**src/sv/co_sensor_frame_parser_core_defines.svh**
```systemverilog
// assertion macros shared by the frame parser rtl
// no dependencies; included by the modules that carry checks
`ifndef CO_SENSOR_FRAME_PARSER_CORE_DEFINES_SVH
`define CO_SENSOR_FRAME_PARSER_CORE_DEFINES_SVH
`ifndef SYNTH
// same-cycle implication under synchronous active-low reset
`define COSFP_ASSERT_IMP(lbl, clk, rstn, ante, cons) \
    lbl: assert property (@(posedge clk) disable iff (!rstn) (ante) |-> (cons)) \
        else $error("frame parser check failed");
// next-cycle implication under synchronous active-low reset
`define COSFP_ASSERT_NXT(lbl, clk, rstn, ante, cons) \
    lbl: assert property (@(posedge clk) disable iff (!rstn) (ante) |=> (cons)) \
        else $error("frame parser check failed");
`else
`define COSFP_ASSERT_IMP(lbl, clk, rstn, ante, cons)
`define COSFP_ASSERT_NXT(lbl, clk, rstn, ante, cons)
`endif
`endif

```
**src/sv/cosfp_pkg.sv**
```systemverilog
// shared types and constants for the sensor frame parser
// no dependencies; used by every module of the block
`timescale 1ns / 1ps
package cosfp_pkg;

    localparam int BYTE_W   = 8;
    localparam int PPM_W    = 16;
    localparam int POS_W    = 3;
    localparam int CFG_A_W  = 1;
    localparam int CFG_D_W  = 16;
    localparam int S_TDATA_W = 8;
    localparam int M_TDATA_W = 40;

    // frame positions: header is position 0, checksum is position 5
    localparam logic [POS_W-1:0] POS_IDLE     = 3'd0;
    localparam logic [POS_W-1:0] POS_PPM_HI   = 3'd1;
    localparam logic [POS_W-1:0] POS_PPM_LO   = 3'd2;
    localparam logic [POS_W-1:0] POS_CHECKSUM = 3'd5;

    // register indexes
    localparam logic [CFG_A_W-1:0] CFG_HEADER  = 1'd0;
    localparam logic [CFG_A_W-1:0] CFG_MAX_PPM = 1'd1;

    localparam logic [BYTE_W-1:0] HEADER_RST  = 8'h2C;
    localparam logic [PPM_W-1:0]  MAX_PPM_RST = 16'd1000;

    typedef enum logic [1:0] {
        STATUS_OK    = 2'd0,
        STATUS_CSUM  = 2'd1,
        STATUS_RANGE = 2'd2
    } t_status;

    typedef struct packed {
        logic [BYTE_W-1:0] header;
        logic [PPM_W-1:0]  max_ppm;
    } t_cfg;

    typedef struct packed {
        logic [BYTE_W-1:0] computed_sum;
        logic [BYTE_W-1:0] received_sum;
        logic [PPM_W-1:0]  ppm_value;
        t_status           frame_status;
    } t_result;

endpackage

```
**src/sv/co_sensor_frame_parser_core.sv**
```systemverilog
// Sensor frame parser top level. Takes one serial byte per beat and emits one
// status beat for each complete six-byte frame (header, ppm high, ppm low, two
// range bytes, checksum). One byte is accepted every clock cycle unless the input
// side stalls; each byte is held in an input register, decoded there against the
// frame state, and a checksum byte then loads the result register. The input
// side stalls only when a checksum byte must load the result register while it
// still holds a beat the sink has not taken. Registers are to be written by the
// user only while no frame is in progress; the block does not enforce this.
// Depends on cosfp_pkg, cosfp_cfg_regs, cosfp_frame_track, cosfp_out_reg.
`timescale 1ns / 1ps
module co_sensor_frame_parser_core (
    input  logic                            i_clk,
    input  logic                            i_rst_n,
    // configuration write port
    input  logic                            i_cfg_we,
    input  logic [cosfp_pkg::CFG_A_W-1:0]   i_cfg_addr,
    input  logic [cosfp_pkg::CFG_D_W-1:0]   i_cfg_data,
    // slave side
    input  logic                            s_axis_tvalid,
    output logic                            s_axis_tready,
    input  logic [cosfp_pkg::S_TDATA_W-1:0] s_axis_tdata,   // [7:0] rx_byte
    // master side
    output logic                            m_axis_tvalid,
    input  logic                            m_axis_tready,
    // [1:0] frame_status, [17:2] ppm_value, [25:18] received_sum,
    // [33:26] computed_sum, [39:34] zero
    output logic [cosfp_pkg::M_TDATA_W-1:0] m_axis_tdata
);

    cosfp_pkg::t_cfg              w_cfg;
    cosfp_pkg::t_result           w_result;
    cosfp_pkg::t_result           w_out_result;
    logic                         w_hit;
    logic                         w_advance;
    logic                         w_out_valid;
    logic                         r_in_valid;
    logic [cosfp_pkg::BYTE_W-1:0] r_in_byte;

    // input register waits only if its byte closes a frame into a stalled full slot
    assign w_advance     = r_in_valid && (!w_hit || !w_out_valid || m_axis_tready);
    assign s_axis_tready = !r_in_valid || w_advance;

    always_ff @(posedge i_clk) begin
        if (!i_rst_n) begin
            r_in_valid <= 1'b0;
        end else if (s_axis_tready) begin
            r_in_valid <= s_axis_tvalid;
        end
    end

    always_ff @(posedge i_clk) begin
        if (s_axis_tvalid && s_axis_tready) begin
            r_in_byte <= s_axis_tdata[cosfp_pkg::BYTE_W-1:0];
        end
    end

    cosfp_cfg_regs u_cfg (
        .i_clk      (i_clk),
        .i_rst_n    (i_rst_n),
        .i_cfg_we   (i_cfg_we),
        .i_cfg_addr (i_cfg_addr),
        .i_cfg_data (i_cfg_data),
        .o_cfg      (w_cfg)
    );

    cosfp_frame_track u_track (
        .i_clk    (i_clk),
        .i_rst_n  (i_rst_n),
        .i_step   (w_advance),
        .i_byte   (r_in_byte),
        .i_cfg    (w_cfg),
        .o_hit    (w_hit),
        .o_result (w_result)
    );

    cosfp_out_reg u_out (
        .i_clk    (i_clk),
        .i_rst_n  (i_rst_n),
        .i_load   (w_advance && w_hit),
        .i_result (w_result),
        .i_ready  (m_axis_tready),
        .o_valid  (w_out_valid),
        .o_result (w_out_result)
    );

    // pack result beat, first field lowest
    assign m_axis_tvalid = w_out_valid;
    assign m_axis_tdata  = {6'd0, w_out_result.computed_sum, w_out_result.received_sum,
                            w_out_result.ppm_value, w_out_result.frame_status};

endmodule

```
**src/sv/cosfp_cfg_regs.sv**
```systemverilog
// configuration registers: header byte and ppm limit
// depends on cosfp_pkg
`timescale 1ns / 1ps
module cosfp_cfg_regs (
    input  logic                          i_clk,
    input  logic                          i_rst_n,
    input  logic                          i_cfg_we,
    input  logic [cosfp_pkg::CFG_A_W-1:0] i_cfg_addr,
    input  logic [cosfp_pkg::CFG_D_W-1:0] i_cfg_data,
    output cosfp_pkg::t_cfg               o_cfg
);

    cosfp_pkg::t_cfg r_cfg;

    // register writes, no read-back
    always_ff @(posedge i_clk) begin
        if (!i_rst_n) begin
            r_cfg.header  <= cosfp_pkg::HEADER_RST;
            r_cfg.max_ppm <= cosfp_pkg::MAX_PPM_RST;
        end else if (i_cfg_we) begin
            case (i_cfg_addr)
                cosfp_pkg::CFG_HEADER: begin
                    r_cfg.header <= i_cfg_data[cosfp_pkg::BYTE_W-1:0];
                end
                cosfp_pkg::CFG_MAX_PPM: begin
                    r_cfg.max_ppm <= i_cfg_data[cosfp_pkg::PPM_W-1:0];
                end
                default: begin
                    r_cfg <= r_cfg;
                end
            endcase
        end
    end

    assign o_cfg = r_cfg;

endmodule

```
**src/sv/cosfp_frame_track.sv**
```systemverilog
// frame tracker: byte position, running sum, ppm bytes and result decode
// depends on cosfp_pkg and the defines header
`timescale 1ns / 1ps
`include "co_sensor_frame_parser_core_defines.svh"
module cosfp_frame_track (
    input  logic                         i_clk,
    input  logic                         i_rst_n,
    input  logic                         i_step,
    input  logic [cosfp_pkg::BYTE_W-1:0] i_byte,
    input  cosfp_pkg::t_cfg              i_cfg,
    output logic                         o_hit,
    output cosfp_pkg::t_result           o_result
);

    logic [cosfp_pkg::POS_W-1:0]  r_pos;
    logic [cosfp_pkg::POS_W-1:0]  n_pos;
    logic [cosfp_pkg::BYTE_W-1:0] r_sum;
    logic [cosfp_pkg::BYTE_W-1:0] n_sum;
    logic [cosfp_pkg::BYTE_W-1:0] r_level_high;
    logic [cosfp_pkg::BYTE_W-1:0] r_level_low;
    logic                         w_is_hdr;
    logic [cosfp_pkg::PPM_W-1:0]  w_ppm;

    assign w_is_hdr = (i_byte == i_cfg.header);
    // a non-header byte at or past the checksum slot closes the frame
    assign o_hit    = !w_is_hdr && (r_pos >= cosfp_pkg::POS_CHECKSUM);
    assign w_ppm    = {r_level_high, r_level_low};

    // result decode: checksum mismatch wins over the range check
    always_comb begin
        o_result.ppm_value    = w_ppm;
        o_result.received_sum = i_byte;
        o_result.computed_sum = r_sum;
        if (r_sum != i_byte) begin
            o_result.frame_status = cosfp_pkg::STATUS_CSUM;
        end else if (w_ppm > i_cfg.max_ppm) begin
            o_result.frame_status = cosfp_pkg::STATUS_RANGE;
        end else begin
            o_result.frame_status = cosfp_pkg::STATUS_OK;
        end
    end

    // next position and sum
    always_comb begin
        n_pos = r_pos;
        n_sum = r_sum;
        if (w_is_hdr) begin
            n_pos = cosfp_pkg::POS_PPM_HI;
            n_sum = i_byte;
        end else if (r_pos == cosfp_pkg::POS_IDLE) begin
            n_pos = r_pos;
        end else if (r_pos < cosfp_pkg::POS_CHECKSUM) begin
            n_pos = r_pos + 3'd1;
            n_sum = r_sum + i_byte;
        end else begin
            n_pos = cosfp_pkg::POS_IDLE;
            n_sum = '0;
        end
    end

    // control state
    always_ff @(posedge i_clk) begin
        if (!i_rst_n) begin
            r_pos <= cosfp_pkg::POS_IDLE;
            r_sum <= '0;
        end else if (i_step) begin
            r_pos <= n_pos;
            r_sum <= n_sum;
        end
    end

    // ppm byte capture
    always_ff @(posedge i_clk) begin
        if (i_step && !w_is_hdr && (r_pos == cosfp_pkg::POS_PPM_HI)) begin
            r_level_high <= i_byte;
        end
        if (i_step && !w_is_hdr && (r_pos == cosfp_pkg::POS_PPM_LO)) begin
            r_level_low <= i_byte;
        end
    end

    `COSFP_ASSERT_NXT(a_hdr_restart, i_clk, i_rst_n, i_step && w_is_hdr, (r_pos == cosfp_pkg::POS_PPM_HI) && (r_sum == $past(i_byte)))
    `COSFP_ASSERT_NXT(a_close_clears, i_clk, i_rst_n, i_step && o_hit, (r_pos == cosfp_pkg::POS_IDLE) && (r_sum == '0))
    `COSFP_ASSERT_IMP(a_pos_range, i_clk, i_rst_n, 1'b1, r_pos <= cosfp_pkg::POS_CHECKSUM)

endmodule

```
**src/sv/cosfp_out_reg.sv**
```systemverilog
// result register driving the master-side stream
// depends on cosfp_pkg and the defines header
`timescale 1ns / 1ps
`include "co_sensor_frame_parser_core_defines.svh"
module cosfp_out_reg (
    input  logic               i_clk,
    input  logic               i_rst_n,
    input  logic               i_load,
    input  cosfp_pkg::t_result i_result,
    input  logic               i_ready,
    output logic               o_valid,
    output cosfp_pkg::t_result o_result
);

    logic               r_valid;
    cosfp_pkg::t_result r_result;

    // valid flag: set on load, cleared when the beat is taken
    always_ff @(posedge i_clk) begin
        if (!i_rst_n) begin
            r_valid <= 1'b0;
        end else if (i_load) begin
            r_valid <= 1'b1;
        end else if (i_ready) begin
            r_valid <= 1'b0;
        end
    end

    // payload
    always_ff @(posedge i_clk) begin
        if (i_load) begin
            r_result <= i_result;
        end
    end

    assign o_valid  = r_valid;
    assign o_result = r_result;

    `COSFP_ASSERT_IMP(a_no_overwrite, i_clk, i_rst_n, i_load, !r_valid || i_ready)

endmodule

```
**config.mk**
```make
export PLATFORM = sky130hd
export DESIGN_NAME = co_sensor_frame_parser_core
export DESIGN_NICKNAME = d
export VERILOG_FILES = /design/src/sv/cosfp_pkg.sv /design/src/sv/co_sensor_frame_parser_core.sv /design/src/sv/cosfp_cfg_regs.sv /design/src/sv/cosfp_frame_track.sv /design/src/sv/cosfp_out_reg.sv
export VERILOG_INCLUDE_DIRS = /design/src /design/src/sv
export SDC_FILE = /design/constraint.sdc
export NUM_CORES = 1
export LEC_CHECK = 0
export BUFFER_PORTS_ARGS = -buffer_cell sky130_fd_sc_hd__buf_2
export CAP_MARGIN = 25
export CORE_AREA = 5 5 93 95
export CTS_CLUSTER_DIAMETER = 40
export DETAILED_ROUTE_END_ITERATION = 8
export DIE_AREA = 0 0 98 100
export PLACE_DENSITY = 0.81
export SLEW_MARGIN = 40
export SYNTH_ARGS = -nofsm -noshare
export SYNTH_HDL_FRONTEND = slang
export SYNTH_SLANG_ARGS = --single-unit
export TNS_END_PERCENT = 20
```
**constraint.sdc**
```tcl
create_clock -name i_clk -period 12.95 [get_ports i_clk]
set_input_delay 1.295 -clock i_clk [delete_from_list [all_inputs] [get_ports i_clk]]
set_output_delay 1.295 -clock i_clk [all_outputs]
set_load 0.05 [all_outputs]
```
==> qor.txt <==
WORST SETUP PATH
---------------------------------------------------------------------------------
Required arrival time at the worst endpoint                              11.65 ns
Critical path endpoint category                                        output pin
Type of origin of the critical path                                     input pin
Most used cell along the critical path                               sky130_fd_sc_hd__buf_2
Arrival time of the worst setup path                                      2.17 ns
Slowest library cell on the worst path                               sky130_fd_sc_hd__nor2_1
CP Max Fanout                                                                   4
Cells along the critical path                                        buf_2, nand2b_1, nor2_1, nand3_1, buf_2
Slowest Stage Delay on Critical Path                                      0.26 ns
Critical path type                                                   input pin to output pin

YOSYS
---------------------------------------------------------------------------------
Portion of netlist area occupied by mux cells                                   0
Compound-cell area share of the yosys netlist                               0.132
Cell count after synthesis                                                    350
Most frequent cells after synthesis                                  58 x sky130_fd_sc_hd__edfxtp_1, 48 x sky130_fd_sc_hd__nand2_1, 37 x sky130_fd_sc_hd__dfxtp_1
Most frequently used cell type in the post-synthesis netlist         sky130_fd_sc_hd__edfxtp_1
Most used flip-flop cell after synthesis                             sky130_fd_sc_hd__edfxtp_1
Post-synthesis sequential element count                                        95
Simple-Gate Fraction of Synth Area                                          0.103
Combinational family with the most area after synthesis              compound AO/OA/AOI/OAI gates
Post-synthesis xor/xnor area fraction                                      0.0277
Area share of fa/ha/maj cells after synthesis                              0.0871
Area of the mapped netlist                                              4110 um^2
FFs w/ async S/R, synth                                                         0
Sequential area share after synthesis                                       0.605
Number of enable flip-flop cells after synthesis                               58
Number of warnings printed during yosys synthesis                               0
Portion of synthesized cell area occupied by the leading cell type          0.424
Unique cell type count in the Yosys netlist                                    46
Most area-hungry cell type in the Yosys netlist                      sky130_fd_sc_hd__edfxtp_1
Avg Synthesized Cell Area                                               11.7 um^2
Cell types occupying the most area after synthesis                   sky130_fd_sc_hd__edfxtp_1 42%, sky130_fd_sc_hd__dfxtp_1 18%, sky130_fd_sc_hd__ha_1 8.2%

CLOCK TREE
---------------------------------------------------------------------------------
Clock Sink Count                                                               95
Resized Gates After CTS                                                         0
CTS tree                                                                    built
Clock buffer count from CTS                                                     9
Post-cts hold buffer count                                                      0
CTS H-Tree Depth                                                                3
Clock tree root buffer cell                                          sky130_fd_sc_hd__clkbuf_8
Clock insertion delay at the later pin of the skew report                 0.35 ns
Clk slew on worst S/H paths                                               0.09 ns
Post-CTS Setup Bufs                                                             0
Number of buffers between clock root and the deepest sink                       2

PLACED DESIGN
---------------------------------------------------------------------------------
Total of buffers placed on input and output ports                              65
Placer Congestion                                                           0.926
Estimated wirelength of the detail-placed design                          6110 um

RUN
---------------------------------------------------------------------------------
Number of violations of the max-capacitance limit                               0

STA
---------------------------------------------------------------------------------
Sum Neg Setup Slack                                                          0 ns
Minimum clock period after layout                                         3.47 ns
Final cycle utilization of the critical path                                0.268
Hold Vio Cnt, Final                                                             0
Total setup violations reported at the end of the flow                          0
Max Clock Freq                                                            289 MHz
Final clock skew                                                        0.0106 ns
Setup repair after global routing missed its margin                         false
Worst slew slack as a fraction of its limit                                 0.456
Number of pins exceeding their max-slew limit in the final report               0
Slew at the pin with the worst max-slew slack                            0.817 ns

FINAL LAYOUT
---------------------------------------------------------------------------------
# diodes                                                                        0
Number of nets in the finished design                                         474
Fraction of final layout cells sized beyond drive strength 1                0.219
Synthesis-to-layout area growth                                             14.6%
Filler cell count in the final layout                                         618

POWER AND IR DROP
---------------------------------------------------------------------------------
PnR Total Power                                                          0.555 mW
Worst vdd rail ir drop                                                  0.0789 mV
Power density of the placed cells                                     118 nW/um^2
Leakage component of the power                                            1.85 nW

ROUTE
---------------------------------------------------------------------------------
Detailed-routing iteration count for the pre-antenna-repair pass                5
Drt first-iter violations                                                     247
Final wirelength                                                          8400 um
Top layer in use                                                             met4
Overall via count from detail_route                                          2785
Drt via density                                                              5.33
Met3 routed wirelength                                                     551 um
Number of design rule violations left after detail routing                      0
Metal1 wirelength                                                         3480 um
Antenna-violating nets left                                                     0
Routed length per placed instance                                         16.1 um
Detail Route met2 WL                                                      4140 um

FLOORPLAN
---------------------------------------------------------------------------------
Initial Util                                                                0.537
Chip Width                                                                  98 um
Core area                                                               7650 um^2
Top-level port count                                                           72
Die ar.                                                                 9800 um^2
Overall die height                                                         100 um
Number of core rows                                                            32

GRT
---------------------------------------------------------------------------------
GRT Util Overall                                                            0.181
Number of antenna violations at the first check in global routing               0
Global route overflow                                                           0
Largest net degree at the start of global routing                              35
Number of global-route vias before repair                                    2837
First-pass GRT wire length                                               14000 um

HOLD PATH
---------------------------------------------------------------------------------
Class of the most critical hold timing path                          register to register

STATUS
---------------------------------------------------------------------------------
Outcome                                                                 completed

[through the flow]
step	std cells	setup slack [ns]	hold slack, ns	util	area, um^2
after floorplan	355	8.51	0.426	-	4130
after global placement	507	9.57	0.446	0.588	4500
after detailed placement	507	9.55	0.446	0.589	4500
after CTS	523	9.53	0.462	0.614	4700
after global routing	523	9.35	0.476	0.615	4710
final	523	9.48	0.460	0.615	4710
[critical path: cells and delay by family]
kind / cells / cell delay (ns)
buffers and inverters: 2 / 0.33
AND/OR/NAND/NOR: 3 / 0.55
[cell type report]
cell class                      count  area [um^2]  share of cell area
Clock buffer                       12          165              0.0351
Clock inverter                      4         28.8             0.00612
Inverter                           22         82.6              0.0175
Multi-Input combinational cell    221         1480               0.314
Sequential cell                    95         2480               0.528
Tap cell                          102          128              0.0271
Timing Repair Buffer               67          340              0.0723
[sequential cells by signal, indices dropped and copies added (netlist names)]
name and cells:
u_out.o_result 34, u_out.o_valid 1, u_track.r_pos 3, u_cfg.o_cfg 24
r_in_valid 1, u_track.r_level_high 8, u_track.r_sum 8, u_track.r_level_low 8
r_in_byte 8
[placed cells by master (no fill, tap or decap), types with 2 or more instances in the layout]
cell / synthesis / routed
sky130_fd_sc_hd__buf_2: 2 / 65
sky130_fd_sc_hd__edfxtp_1: 58 / 58
sky130_fd_sc_hd__nand2_1: 48 / 48
sky130_fd_sc_hd__dfxtp_1: 37 / 37
sky130_fd_sc_hd__a21oi_1: 31 / 31
sky130_fd_sc_hd__ha_1: 27 / 27
sky130_fd_sc_hd__inv_1: 22 / 22
sky130_fd_sc_hd__xnor2_1: 12 / 12
sky130_fd_sc_hd__clkbuf_8: 0 / 12
sky130_fd_sc_hd__nor2_1: 11 / 10
sky130_fd_sc_hd__a21o_1: 8 / 8
sky130_fd_sc_hd__o21ai_0: 8 / 8
sky130_fd_sc_hd__nand4_1: 7 / 7
sky130_fd_sc_hd__o211ai_1: 7 / 7
sky130_fd_sc_hd__nand3_1: 6 / 6
sky130_fd_sc_hd__conb_1: 1 / 6
sky130_fd_sc_hd__nand2b_1: 4 / 4
sky130_fd_sc_hd__a211oi_1: 4 / 4
sky130_fd_sc_hd__nor4_1: 3 / 3
sky130_fd_sc_hd__o21a_1: 3 / 3
sky130_fd_sc_hd__o21ai_1: 3 / 3
sky130_fd_sc_hd__o21bai_1: 3 / 3
sky130_fd_sc_hd__a22oi_1: 3 / 3
sky130_fd_sc_hd__nor3b_2: 0 / 2
sky130_fd_sc_hd__nor2b_1: 2 / 2
sky130_fd_sc_hd__nand3b_1: 2 / 2
sky130_fd_sc_hd__a311oi_1: 2 / 2
sky130_fd_sc_hd__clkinvlp_4: 0 / 2
sky130_fd_sc_hd__buf_4: 7 / 2
[power by group]
part / internal (mW) / leakage (nW) / switching, mW
clock: 0.0856 / 0.0946 / 0.0981
sequential: 0.326 / 0.823 / 0.00737
combinational: 0.0151 / 0.937 / 0.0229
total: 0.427 / 1.85 / 0.128
[cells by family after synthesis]
logic type,count (synthesis)
buffers and inverters,39
DFF,95
adders and majority gates,28
AOI/OAI and AO/OA,83
other,1
and+or+nand+nor,91
xor gates and xnor gates,13
[routing by layer]
| layer | track usage | vias up |
|---|---|---|
| li1 | - | 1382 |
| met1 | 0.226 | 1296 |
| met2 | 0.301 | 87 |
| met3 | 0.0354 | 20 |
| met4 | 0.0927 | 0 |
| met5 | 0 | - |
[path summary, 6_finish.rpt]
kind,startpoint,to,slack [ns],depth (start not counted)
worst max-delay path,m_axis_tready,s_axis_tready,9.48,5
worst min-delay path,u_cfg.o_cfg[10],u_cfg.o_cfg[10],0.46,2
worst max register to register,r_in_byte[4],u_out.o_result[3],10.53,6
worst min register to register,u_cfg.o_cfg[10],u_cfg.o_cfg[10],0.46,2
(Power assumes the default switching activity.)
